===== config.mk =====
export PLATFORM = sky130hd
export DESIGN_NAME = signed_int_to_radix_digits
export DESIGN_NICKNAME = d
export VERILOG_FILES = /design/src/hdl/sitrd_pkg.sv /design/src/hdl/sitrd_regs.sv /design/src/hdl/sitrd_dp.sv /design/src/hdl/sitrd_ctrl.sv /design/src/hdl/signed_int_to_radix_digits.sv
export VERILOG_INCLUDE_DIRS = /design/src /design/src/hdl
export SDC_FILE = /design/constraint.sdc
export NUM_CORES = 2
export LEC_CHECK = 0
export BUFFER_PORTS_ARGS = -buffer_cell sky130_fd_sc_hd__buf_2
export CAP_MARGIN = 5
export CORE_MARGIN = 10
export CORE_UTILIZATION = 55
export CTS_CLUSTER_DIAMETER = 40
export DETAILED_ROUTE_END_ITERATION = 12
export HOLD_SLACK_MARGIN = 0.02
export PLACE_DENSITY = 0.72
export SLEW_MARGIN = 15
export SYNTH_ARGS = -nofsm -noshare
export SYNTH_HDL_FRONTEND = slang
export SYNTH_SLANG_ARGS = --single-unit

===== constraint.sdc =====
create_clock -name clk -period 12.8 [get_ports clk]
set_clock_uncertainty 0.05 [all_clocks]
set_input_delay 2.56 -clock clk [delete_from_list [all_inputs] [get_ports clk]]
set_output_delay 2.56 -clock clk [all_outputs]
set_load 0.01 [all_outputs]

===== src/hdl/assert_macros.svh =====
// assertion macros shared by the radix converter modules
`ifndef ASSERT_MACROS_SVH
`define ASSERT_MACROS_SVH

// condition holds at every clock edge out of reset
`define SITRD_ASSERT(lbl, cond, msg) \
	lbl: assert property (@(posedge clk) disable iff (!arst_n) (cond)) else $error(msg);

// antecedent at one edge implies consequent at the same edge
`define SITRD_ASSERT_IMP(lbl, ante, cons, msg) \
	lbl: assert property (@(posedge clk) disable iff (!arst_n) (ante) |-> (cons)) \
		else $error(msg);

// antecedent at one edge implies consequent at the next edge
`define SITRD_ASSERT_NXT(lbl, ante, cons, msg) \
	lbl: assert property (@(posedge clk) disable iff (!arst_n) (ante) |=> (cons)) \
		else $error(msg);

`endif


===== src/hdl/sitrd_pkg.sv =====
// types, constants and tables of the radix converter
package sitrd_pkg;

	localparam int ADDR_W      = 5;
	localparam int DATA_W      = 64;
	localparam int DIGIT_SLOTS = 32;
	localparam int CNT_W       = 6;
	localparam int IDX_W       = 5;

	localparam logic [1:0] REG_RADIX   = 2'd0;
	localparam logic [1:0] REG_SYM_LOW = 2'd1;
	localparam logic [1:0] REG_SYM_HI  = 2'd2;

	localparam logic [7:0] SYM_PLUS  = 8'h2B;
	localparam logic [7:0] SYM_MINUS = 8'h2D;
	localparam logic [4:0] MIN_RADIX = 5'd2;

	localparam logic [4:0]  RADIX_RST   = 5'd10;
	localparam logic [63:0] SYM_LOW_RST = 64'h3736353433323130;
	localparam logic [63:0] SYM_HI_RST  = 64'h0000000000003938;

	typedef struct packed {
		logic [4:0]  radix;
		logic [63:0] sym_low;
		logic [63:0] sym_high;
	} cfg_t;

	typedef struct packed {
		logic load;
		logic mul;
		logic fix;
		logic emit_sign;
		logic emit_digit;
	} cmd_t;

	typedef struct packed {
		logic div_done;
		logic neg;
		logic out_free;
		logic last_digit;
	} status_t;

	typedef enum logic [2:0] {
		ST_IDLE,
		ST_CHECK,
		ST_MUL,
		ST_FIX,
		ST_SIGN,
		ST_EMIT
	} state_t;

	// floor(2^32 / r), zero where the radix is unusable
	function automatic logic [31:0] recip(input logic [4:0] r);
		logic [31:0] m;
		unique case (r)
			5'd2:    m = 32'h80000000;
			5'd3:    m = 32'h55555555;
			5'd4:    m = 32'h40000000;
			5'd5:    m = 32'h33333333;
			5'd6:    m = 32'h2AAAAAAA;
			5'd7:    m = 32'h24924924;
			5'd8:    m = 32'h20000000;
			5'd9:    m = 32'h1C71C71C;
			5'd10:   m = 32'h19999999;
			5'd11:   m = 32'h1745D174;
			5'd12:   m = 32'h15555555;
			5'd13:   m = 32'h13B13B13;
			5'd14:   m = 32'h12492492;
			5'd15:   m = 32'h11111111;
			5'd16:   m = 32'h10000000;
			default: m = 32'h00000000;
		endcase
		return m;
	endfunction

endpackage


===== src/hdl/sitrd_regs.sv =====
// configuration registers, read mux and base validity check
module sitrd_regs import sitrd_pkg::*; #(
	parameter int MAX_RADIX = 16
) (
	input  logic              clk,
	input  logic              arst_n,
	input  logic              psel,
	input  logic              penable,
	input  logic              pwrite,
	input  logic [ADDR_W-1:0] paddr,
	input  logic [DATA_W-1:0] pwdata,
	output logic [DATA_W-1:0] prdata,
	output cfg_t              cfg,
	output logic              base_ok
);

	logic [4:0]  radix_q;
	logic [63:0] sym_low_q;
	logic [63:0] sym_high_q;
	logic [1:0]  reg_idx;
	logic        wr_en;
	logic [7:0]  syms [16];
	logic        bad_sym;
	logic        dup_sym;

	assign reg_idx = paddr[4:3];
	assign wr_en   = psel && penable && pwrite;

	always_ff @(posedge clk or negedge arst_n) begin
		if (!arst_n) begin
			radix_q    <= RADIX_RST;
			sym_low_q  <= SYM_LOW_RST;
			sym_high_q <= SYM_HI_RST;
		end else if (wr_en) begin
			unique case (reg_idx)
				REG_RADIX:   radix_q    <= pwdata[4:0];
				REG_SYM_LOW: sym_low_q  <= pwdata;
				REG_SYM_HI:  sym_high_q <= pwdata;
				default:     ;
			endcase
		end
	end

	always_comb begin
		unique case (reg_idx)
			REG_RADIX:   prdata = {59'd0, radix_q};
			REG_SYM_LOW: prdata = sym_low_q;
			REG_SYM_HI:  prdata = sym_high_q;
			default:     prdata = '0;
		endcase
	end

	// checks the symbols in use: zero, '+' or '-' is rejected, and each pair is compared
	always_comb begin
		for (int i = 0; i < 8; i++) begin
			syms[i]     = sym_low_q[8*i +: 8];
			syms[i + 8] = sym_high_q[8*i +: 8];
		end
		bad_sym = 1'b0;
		dup_sym = 1'b0;
		for (int i = 0; i < MAX_RADIX; i++) begin
			if (5'(i) < radix_q) begin
				if (syms[i] == 8'h00 || syms[i] == SYM_PLUS || syms[i] == SYM_MINUS)
					bad_sym = 1'b1;
				for (int j = i + 1; j < MAX_RADIX; j++) begin
					if (5'(j) < radix_q && syms[j] == syms[i])
						dup_sym = 1'b1;
				end
			end
		end
	end

	assign base_ok = (radix_q >= MIN_RADIX) && (radix_q <= 5'(MAX_RADIX))
		&& !bad_sym && !dup_sym;

	assign cfg.radix    = radix_q;
	assign cfg.sym_low  = sym_low_q;
	assign cfg.sym_high = sym_high_q;

endmodule


===== src/hdl/sitrd_dp.sv =====
// datapath: reciprocal divide step, digit store and output register
`include "assert_macros.svh"
module sitrd_dp import sitrd_pkg::*; (
	input  logic        clk,
	input  logic        arst_n,
	input  cfg_t        cfg,
	input  cmd_t        cmd,
	output status_t     status,
	input  logic [31:0] value,
	output logic        out_valid,
	input  logic        out_stall,
	output logic [7:0]  symbol,
	output logic        last
);

	logic [31:0]      quo_q;
	logic [31:0]      qest_q;
	logic             neg_q;
	logic [CNT_W-1:0] cnt_q;
	logic             out_valid_q;
	logic [7:0]       symbol_q;
	logic             last_q;
	logic [3:0]       store [DIGIT_SLOTS];

	logic [63:0]      prod;
	logic [36:0]      back;
	logic [31:0]      rem_est;
	logic             fixup;
	logic [5:0]       rem_fin;
	logic [CNT_W-1:0] cnt_dec;
	logic [3:0]       rd_digit;
	logic [127:0]     sym_all;
	logic [7:0]       dig_sym;
	logic             out_load;

	// quotient estimate, low by at most one
	assign prod = {32'd0, quo_q} * {32'd0, recip(cfg.radix)};

	assign back    = {5'd0, qest_q} * {32'd0, cfg.radix};
	assign rem_est = quo_q - back[31:0];
	assign fixup   = rem_est[5:0] >= {1'b0, cfg.radix};
	assign rem_fin = fixup ? (rem_est[5:0] - {1'b0, cfg.radix}) : rem_est[5:0];

	assign cnt_dec  = cnt_q - CNT_W'(1);
	assign rd_digit = store[cnt_dec[IDX_W-1:0]];
	assign sym_all  = {cfg.sym_high, cfg.sym_low};
	assign dig_sym  = sym_all[{rd_digit, 3'b000} +: 8];
	assign out_load = cmd.emit_sign || cmd.emit_digit;

	always_ff @(posedge clk or negedge arst_n) begin
		if (!arst_n) begin
			cnt_q       <= '0;
			quo_q       <= '0;
			out_valid_q <= 1'b0;
		end else begin
			if (cmd.load)
				cnt_q <= '0;
			else if (cmd.fix)
				cnt_q <= cnt_q + CNT_W'(1);
			else if (cmd.emit_digit)
				cnt_q <= cnt_dec;
			if (cmd.load)
				quo_q <= value[31] ? (32'd0 - value) : value;
			else if (cmd.fix)
				quo_q <= qest_q + {31'd0, fixup};
			if (out_load)
				out_valid_q <= 1'b1;
			else if (!out_stall)
				out_valid_q <= 1'b0;
		end
	end

	always_ff @(posedge clk) begin
		if (cmd.load)
			neg_q <= value[31];
		if (cmd.mul)
			qest_q <= prod[63:32];
		if (cmd.fix)
			store[cnt_q[IDX_W-1:0]] <= rem_fin[3:0];
		if (cmd.emit_sign) begin
			symbol_q <= SYM_MINUS;
			last_q   <= 1'b0;
		end else if (cmd.emit_digit) begin
			symbol_q <= dig_sym;
			last_q   <= (cnt_q == CNT_W'(1));
		end
	end

	// quotient goes to zero exactly when the dividend is below the radix; also done at the last store slot
	assign status.div_done   = (quo_q < {27'd0, cfg.radix})
		|| (cnt_q == CNT_W'(DIGIT_SLOTS - 1));
	assign status.neg        = neg_q;
	assign status.out_free   = !out_valid_q || !out_stall;
	assign status.last_digit = (cnt_q == CNT_W'(1));

	assign out_valid = out_valid_q;
	assign symbol    = symbol_q;
	assign last      = last_q;

	`SITRD_ASSERT(a_cnt_range, cnt_q <= CNT_W'(DIGIT_SLOTS), "digit count past store depth")
	`SITRD_ASSERT_IMP(a_load_free, out_load, !out_valid_q || !out_stall,
		"output register overwritten while stalled")
	`SITRD_ASSERT_IMP(a_emit_cnt, cmd.emit_digit, cnt_q != '0, "digit emitted from empty store")

endmodule


===== src/hdl/sitrd_ctrl.sv =====
// controller: sequences check, divide loop and character emission
`include "assert_macros.svh"
module sitrd_ctrl import sitrd_pkg::*; (
	input  logic    clk,
	input  logic    arst_n,
	input  logic    in_valid,
	output logic    in_stall,
	input  logic    base_ok,
	input  status_t status,
	output cmd_t    cmd
);

	state_t state_q;
	state_t state_d;

	always_ff @(posedge clk or negedge arst_n) begin
		if (!arst_n)
			state_q <= ST_IDLE;
		else
			state_q <= state_d;
	end

	always_comb begin
		state_d  = state_q;
		cmd      = '0;
		in_stall = 1'b1;
		unique case (state_q)
			ST_IDLE: begin
				in_stall = 1'b0;
				if (in_valid) begin
					cmd.load = 1'b1;
					state_d  = ST_CHECK;
				end
			end
			ST_CHECK: begin
				state_d = base_ok ? ST_MUL : ST_IDLE;
			end
			ST_MUL: begin
				cmd.mul = 1'b1;
				state_d = ST_FIX;
			end
			ST_FIX: begin
				cmd.fix = 1'b1;
				if (!status.div_done)
					state_d = ST_MUL;
				else if (status.neg)
					state_d = ST_SIGN;
				else
					state_d = ST_EMIT;
			end
			ST_SIGN: begin
				if (status.out_free) begin
					cmd.emit_sign = 1'b1;
					state_d       = ST_EMIT;
				end
			end
			ST_EMIT: begin
				if (status.out_free) begin
					cmd.emit_digit = 1'b1;
					if (status.last_digit)
						state_d = ST_IDLE;
				end
			end
			default: state_d = ST_IDLE;
		endcase
	end

	`SITRD_ASSERT_NXT(a_loop_back, state_q == ST_FIX && !status.div_done, state_q == ST_MUL,
		"divide loop left early")
	`SITRD_ASSERT_NXT(a_last_idle, cmd.emit_digit && status.last_digit, state_q == ST_IDLE,
		"controller busy after final character")
	`SITRD_ASSERT_NXT(a_bad_base, state_q == ST_CHECK && !base_ok, state_q == ST_IDLE,
		"invalid base not dropped")

endmodule


===== src/hdl/signed_int_to_radix_digits.sv =====
// top level of the signed integer to radix text converter
// Converts a signed 32-bit value to text in a configured radix (2 to 16), one
// output beat per character, most significant symbol first, with a leading
// '-' for negatives and last set on the final character. Registers sit on an
// APB-style port at byte addresses 0 (radix), 8 (symbols for digits 0..7) and
// 16 (symbols for digits 8..15); write them only while the block is idle. An
// invalid base (radix below 2 or above MAX_RADIX, a used symbol that is zero,
// '+' or '-', or two equal used symbols) drops the value with no output, going
// from the check state back to idle. Otherwise in_stall stays high while the
// divide loop yields one digit per pass (reciprocal multiply, then back-multiply
// and a single correction) and while the sign and digits are emitted; the
// characters leave through the output register at one per cycle while out_stall
// is low. The last character may wait in the output register while the next
// value is already accepted.
module signed_int_to_radix_digits import sitrd_pkg::*; #(
	parameter int MAX_RADIX = 16
) (
	input  logic                clk,
	input  logic                arst_n,
	// configuration port
	input  logic                psel,
	input  logic                penable,
	input  logic                pwrite,
	input  logic [ADDR_W-1:0]   paddr,
	input  logic [DATA_W-1:0]   pwdata,
	output logic [DATA_W-1:0]   prdata,
	output logic                pready,
	// input beat
	input  logic                in_valid,
	output logic                in_stall,
	input  logic signed [31:0]  value,
	// output beat
	output logic                out_valid,
	input  logic                out_stall,
	output logic [7:0]          symbol,
	output logic                last
);

	cfg_t    cfg;
	logic    base_ok;
	cmd_t    cmd;
	status_t status;

	// writes complete in the access phase, no wait states
	assign pready = 1'b1;

	sitrd_regs #(
		.MAX_RADIX(MAX_RADIX)
	) u_regs (
		.clk     (clk),
		.arst_n  (arst_n),
		.psel    (psel),
		.penable (penable),
		.pwrite  (pwrite),
		.paddr   (paddr),
		.pwdata  (pwdata),
		.prdata  (prdata),
		.cfg     (cfg),
		.base_ok (base_ok)
	);

	// sequencer: check, divide loop, sign, digits in reverse
	sitrd_ctrl u_ctrl (
		.clk      (clk),
		.arst_n   (arst_n),
		.in_valid (in_valid),
		.in_stall (in_stall),
		.base_ok  (base_ok),
		.status   (status),
		.cmd      (cmd)
	);

	// magnitude, divide step, digit store and output register
	sitrd_dp u_dp (
		.clk       (clk),
		.arst_n    (arst_n),
		.cfg       (cfg),
		.cmd       (cmd),
		.status    (status),
		.value     ($unsigned(value)),
		.out_valid (out_valid),
		.out_stall (out_stall),
		.symbol    (symbol),
		.last      (last)
	);

endmodule

# Yosys cells after proc, flatten, opt, wreduce, memory -nomap -nowiden
# Memories as Yosys holds them, arrays and structs flattened.
# Cells that the tools add are included.
[classes]
addsub = 6
multipliers = 2
order_cmp = 20
n_eq_ne = 166
shift = 1
mux = 195
n_reduce_logical = 188
[ops]
columns = ["op", "n"]
rows = [
  ["== test 8 bit", 120],
  ["== test 8 x 6 -> 1 bit, second input constant", 32],
  ["one-hot mux 64 bit (3 select lines)", 1],
  ["two-way mux 1 bit", 180],
  ["zero test 8 bit", 16],
  ["indexed part select 128 x 8 -> 8 bit", 1],
  ["logical AND 1 bit", 125],
  ["two-way mux 32 bit", 3],
  ["multiplier 32 x 32 -> 64 bit", 1],
  ["less-than comparator 4 x 5 -> 1 bit, first input constant", 8],
  ["logical OR 1 bit", 35],
  ["adder 32 x 1 -> 32 bit", 1],
  ["less-than comparator 32 x 5 -> 1 bit", 1],
  ["multiplier 32 x 5 -> 6 bit", 1],
  ["subtractor 1 x 32 -> 32 bit, first input constant", 1],
  ["less-than comparator 3 x 5 -> 1 bit, first input constant", 4],
  ["two-way mux 6 bit", 3],
  ["one-hot mux 3 bit (6 select lines)", 1],
  ["two-way mux 3 bit", 5],
  ["less-than comparator 1 x 5 -> 1 bit, first input constant", 2],
  ["less-than comparator 2 x 5 -> 1 bit, first input constant", 2],
  ["!= test 2 bit, second input constant", 4],
  ["adder 6 x 1 -> 6 bit, second input constant", 1],
  ["== test 3 x 2 -> 1 bit, second input constant", 2],
  ["other kinds (22)", 28],
]
[totals]
regBits = 217
mem_bits_rw = 128
romBits = 1024
inputBits = 108
wordCells = 591
n_memories = 2
[mem_list]
columns = ["memory", "depth", "width", "rd", "rd_ports_with_merged_regs", "write_ports", "line", "text"]
rows = [
  ["(no name shown)", 32, 32, 1, 0, 0, "sitrd_pkg.sv:55", "unique case (r)"],
  ["u_dp.store", 32, 4, 1, 0, 1, "sitrd_dp.sv:23", "logic [3:0] store [DIGIT_SLOTS];"],
]

# Logic depth before layout (Yosys ltp)
[logic_depth]
depth_word = 141
depth_mapped = 36
ltp_nobuf = 33

# Hierarchy
# From an unflattened synthesis, not the netlist that was laid out.
[hier_totals]
hier_cells = 6493
hier_area_um2 = 61795.5
[by_module_without_submodules]
columns = ["module", "instances", "cells_each", "area_per_inst_um2"]
rows = [
  ["sitrd_dp", 1, 4327, 42990.0],
  ["sitrd_regs", 1, 2136, 18590.3],
  ["sitrd_ctrl", 1, 28, 203.9],
  ["signed_int_to_radix_digits", 1, 2, 11.3],
]

# Least setup slack after synthesis
# Ideal clock, no wire load.
[synth_timing]
path_type = "register to register"
from = "register u_regs.radix_q[1]"
to = "register u_dp.qest_q[30], data pin"
setup_time_ns = 0.195
arrival_time_ns = 8.860
slack_ns = 3.695
stages_incl_launch_ff = 32
path_cell_list = "dfstp_2 clkbuf_1 inv_1 ha_1 mux2_2 a221oi_1 clkbuf_1 nand2_1 fa_1 inv_1 fa_1 fa_1 inv_1 fa_1 fa_1 fa_1 inv_1 fa_1 inv_1 fa_1 inv_1 ha_1 clkbuf_1 nand2_1 nor3_1 nand3_1 nor4_1 a2111oi_0 nor4b_1 o21ai_0 a211o_1 o311ai_0"
[synth_via]
elab_chain_cells = 2
[synth_lines]
columns = ["item", "line", "text"]
rows = [
  ["start, declared", "sitrd_regs.sv:17", "logic [4:0] radix_q;"],
  ["start signal, assigned", "sitrd_regs.sv:36", "REG_RADIX: radix_q <= pwdata[4:0];"],
  ["memory read (32 x 32 bit)", "--", ""],
  ["multiplier 32 x 32 -> 64 bit", "sitrd_dp.sv:37", "assign prod = {32'd0, quo_q} * {32'd0, recip(cfg.radix)};"],
  ["net u_dp.prod[62]", "sitrd_dp.sv:25", "logic [63:0] prod;"],
  ["end signal, assigned", "sitrd_dp.sv:77", "qest_q <= prod[63:32];"],
  ["end, declared", "sitrd_dp.sv:17", "logic [31:0] qest_q;"],
]
# The timed path passes the listed nets, and every way through them passes these cells.
# A chain may end at the register's enable or synchronous reset.

# Worst setup path in the final report
# Ends and elaborated chain as after synthesis.

==> results.md <==
* Post-Syn Area per Cell at 9.44 um^2
* Core Box Area at 111,000 um^2
* Worst Hold End: u_dp.symbol[6]
* Fmax at 85.2 MHz
* Share of layout cells above drive strength 1 at 11.1%
* RSZ-0062 raised after global routing: no
* Critical R2R Capture: u_dp.qest_q[30]
* Critical path startpoint category: flop
* Hold Buf Count CTS at 0
* Routed via count at 49,921
* EDFF count, synth at 161
* Critical Path End Type: flop
* RePlAce Congestion at 1.01
* Initial antenna violation count at 4
* Synth Warn # at 0
* CTS Buf Count at 55
* Chip width at 354 um
* Max Root-Sink Buffers at 3
* Largest net degree at the start of global routing at 73
* Netlist cell types at 87
* Hold crit path type: flop to flop
* Setup bufs post-CTS at 0
* Most used DFF post-synth: edfxtp_1
* FFs w/ async S/R, synth at 50.7%
* Detailed Routing Iterations Pass 1 at 7
* I/O Pins at 184
* CTS tree: yes
* Multi-input gate area at 46,300 um^2
* Critical path class: flop to flop
* Global-route wire length before repair at 316 mm
* Fin crit period at 11,740 ps
* Root Buffer Master: clkbuf_16
* Vias in the first global route at 51,121
* Synth Instances at 6,491
* Synth Cell Area at 61,300 um^2
* Max-cap check violation count at 0
* Sequential-to-total area share from yosys stat at 15.4%
* Gr usage total at 33.1%
* Measured slew at the worst slew-check pin at 1340 ps
* Period utilisation layout at 91.7%
* Setup TNS at 0 ps
* Die height at 354 um
* Post_cts resized at 0
* FF+latch count, synth at 345
* Post-synthesis net count at 7,792
* # port buffers at 179
* Final Hold Vio Count at 0
* Iter 0 DRT Violations at 5,968
* Final-layout fill cell count at 9,426
* Global route total overflow at 0
* HP Start: u_dp.symbol[6]
* Slew margin rel. at 10.4%
* Crit path arrival time at 12,110 ps
* DRC at 0
* Clock Sinks at 345
* Routed WL at 211 mm
* Initial cell density of the core at 55.4%
* Routed Antenna Nets at 0
* Register area at 9440 um^2
* Required @ worst endpoint at 13,170 ps
* Clock latency on the worst-skew pair at 660 ps
* Clock-pin transition on the worst setup and hold timing paths at 60 ps
* CP max-delay cell: o21a_1
* Die area at 125,000 um^2
* Std cell rows at 122
* Setup violators final at 0
* Post-detail-place hpwl at 149 mm
* FF-to-FF path depth at 31
* Slew Viols, Final at 0
* Worst hold path depth at 2
* Worst-path fanout max at 21
* Area grow syn2layout at 7.11%
* Most used cell, CP: fa_1
* Drt via density at 6.27
* Reg2Reg Launch Point: u_regs.radix_q[1]
* H-tree depth at 2
* Slowest stage delay, CP at 1050 ps
* Nets@finish at 7,719
* Status: finished, final reports clean
* R2R Setup Slk at 1060 ps
* Drt wl/cell at 26.5 um
-- kinds of logic after synthesis --
group                      after synthesis  synth area share (%)
and+or+nand+nor                       1529                  12.5
buffers and inverters                 1518                  9.55
adders and majority gates             1193                  35.4
xor gates and xnor gates              1075                  15.4
AOI/OAI and AO/OA                      579                  6.24
DFF                                    345                  15.4
muxes                                  251                  5.50
other                                    1               0.00612
-- stage by stage --
step / setup WS, ps / hold slack, ps / std cells / area, um^2 / util, %
2_1_floorplan: 3700 / 432 / 6491 / 61300 / -
4_1_cts: 1370 / 447 / 7952 / 65600 / 59.3
3_3_place_gp: 1630 / 453 / 7848 / 63700 / 57.5
6_report: 1060 / 448 / 7956 / 65600 / 59.3
5_1_grt: 803 / 454 / 7954 / 65600 / 59.3
3_5_place_dp: 1430 / 445 / 7848 / 63700 / 57.5
-- state kept, by name, indices dropped and copies added (netlist names), 3 cells and up --
signal and cells:
u_regs.radix_q 5, u_dp.cnt_q 6, u_dp.quo_q 32, u_ctrl.state_q 3, u_dp.store 128, u_regs.sym_high_q 64
u_dp.symbol 8, u_regs.sym_low_q 64, u_dp.qest_q 32
-- worst max-delay path: cells and delay by family, from the launching register on --
family | cells | cell delay [ps]
flip-flops | 1 | 890
AND/OR/NAND/NOR | 7 | 2490
adder cells (fa/ha/maj) | 10 | 5100
buffers and inverters | 8 | 860
AO/OA/AOI/OAI | 6 | 2110
-- cell usage in the layout (no fill, tap or decap), types with 63 or more instances in the layout --
cell and count:
buf_2 178, nand4_1 151, o21ai_0 120, a21oi_1 119, nor2_1 104, nor4_1 142
nand2_1 633, nand3_1 76, ha_1 290, xnor2_1 530, buf_4 187, fa_1 903
mux2i_1 63, dfrtp_1 136, mux2_2 138, and2_1 226, inv_1 1020, edfxtp_1 161
xor2_1 544
-- metal layers --
layer	vias to the layer above	global-route usage, %	part of all wire, %
met2	3597	51.1	44
met5	-	0	0.0062
met3	1116	10.0	13
li1	20556	-	-
met4	2	21.2	8.3
met1	24650	40.1	35
-- worst max path at each step --
| stage | start | cells past startpoint | to | slack [ps] |
|---|---|---|---|---|
| 2_1_floorplan | u_regs.radix_q[1] | 31 | u_dp.qest_q[30] | 3700 |
| 3_3_place_gp | u_regs.radix_q[1] | 30 | u_dp.qest_q[30] | 1630 |
| 3_5_place_dp | u_regs.radix_q[1] | 32 | u_dp.qest_q[30] | 1430 |
| 4_1_cts | u_regs.radix_q[1] | 32 | u_dp.qest_q[30] | 1370 |
| 5_1_grt | u_regs.radix_q[1] | 32 | u_dp.qest_q[30] | 800 |
| 6_report | u_regs.radix_q[1] | 31 | u_dp.qest_q[30] | 1060 |
-- synth_stat cells, types with 14 or more instances --
cell | instances | area share (%)
nor2b_1 | 48 | 0.49
nor4_1 | 142 | 1.4
or4_1 | 22 | 0.27
fa_1 | 903 | 29
o31ai_1 | 15 | 0.18
xnor2_1 | 530 | 7.6
ha_1 | 290 | 5.9
xor2_1 | 544 | 7.8
mux2_2 | 138 | 2.5
o211ai_1 | 40 | 0.49
a21o_1 | 40 | 0.49
o2111ai_1 | 14 | 0.20
inv_1 | 1020 | 6.2
nand3_1 | 76 | 0.62
mux4_1 | 21 | 0.90
o21ai_0 | 120 | 0.98
clkbuf_1 | 330 | 2.0
a21oi_1 | 129 | 1.1
nand2_1 | 635 | 3.9
a22o_1 | 60 | 0.86
a31oi_1 | 42 | 0.43
nor3_1 | 48 | 0.39
a22oi_1 | 28 | 0.34
mux4_2 | 25 | 0.92
dfstp_2 | 37 | 1.6
buf_1 | 138 | 0.85
nor2_1 | 107 | 0.66
nand4_1 | 151 | 1.5
mux2i_1 | 64 | 1.0
and2_1 | 227 | 2.3
or3_1 | 15 | 0.15
edfxtp_1 | 161 | 7.9
dfrtp_1 | 138 | 5.6
-- layout make-up --
| type | count | share of cell area (%) |
|---|---|---|
| clock inverters | 42 | 0.745 |
| repair buffers | 367 | 3.53 |
| well taps | 1488 | 2.84 |
| inverters | 1021 | 5.84 |
| clock buffers | 62 | 2.20 |
| flip-flops and latches | 345 | 14.4 |
| multi-input cells | 4628 | 70.5 |
| diodes | 3 | 0.0114 |
Power is not shown: default switching activity piles up to over one toggle a cycle in this logic, so the estimate is an artifact.
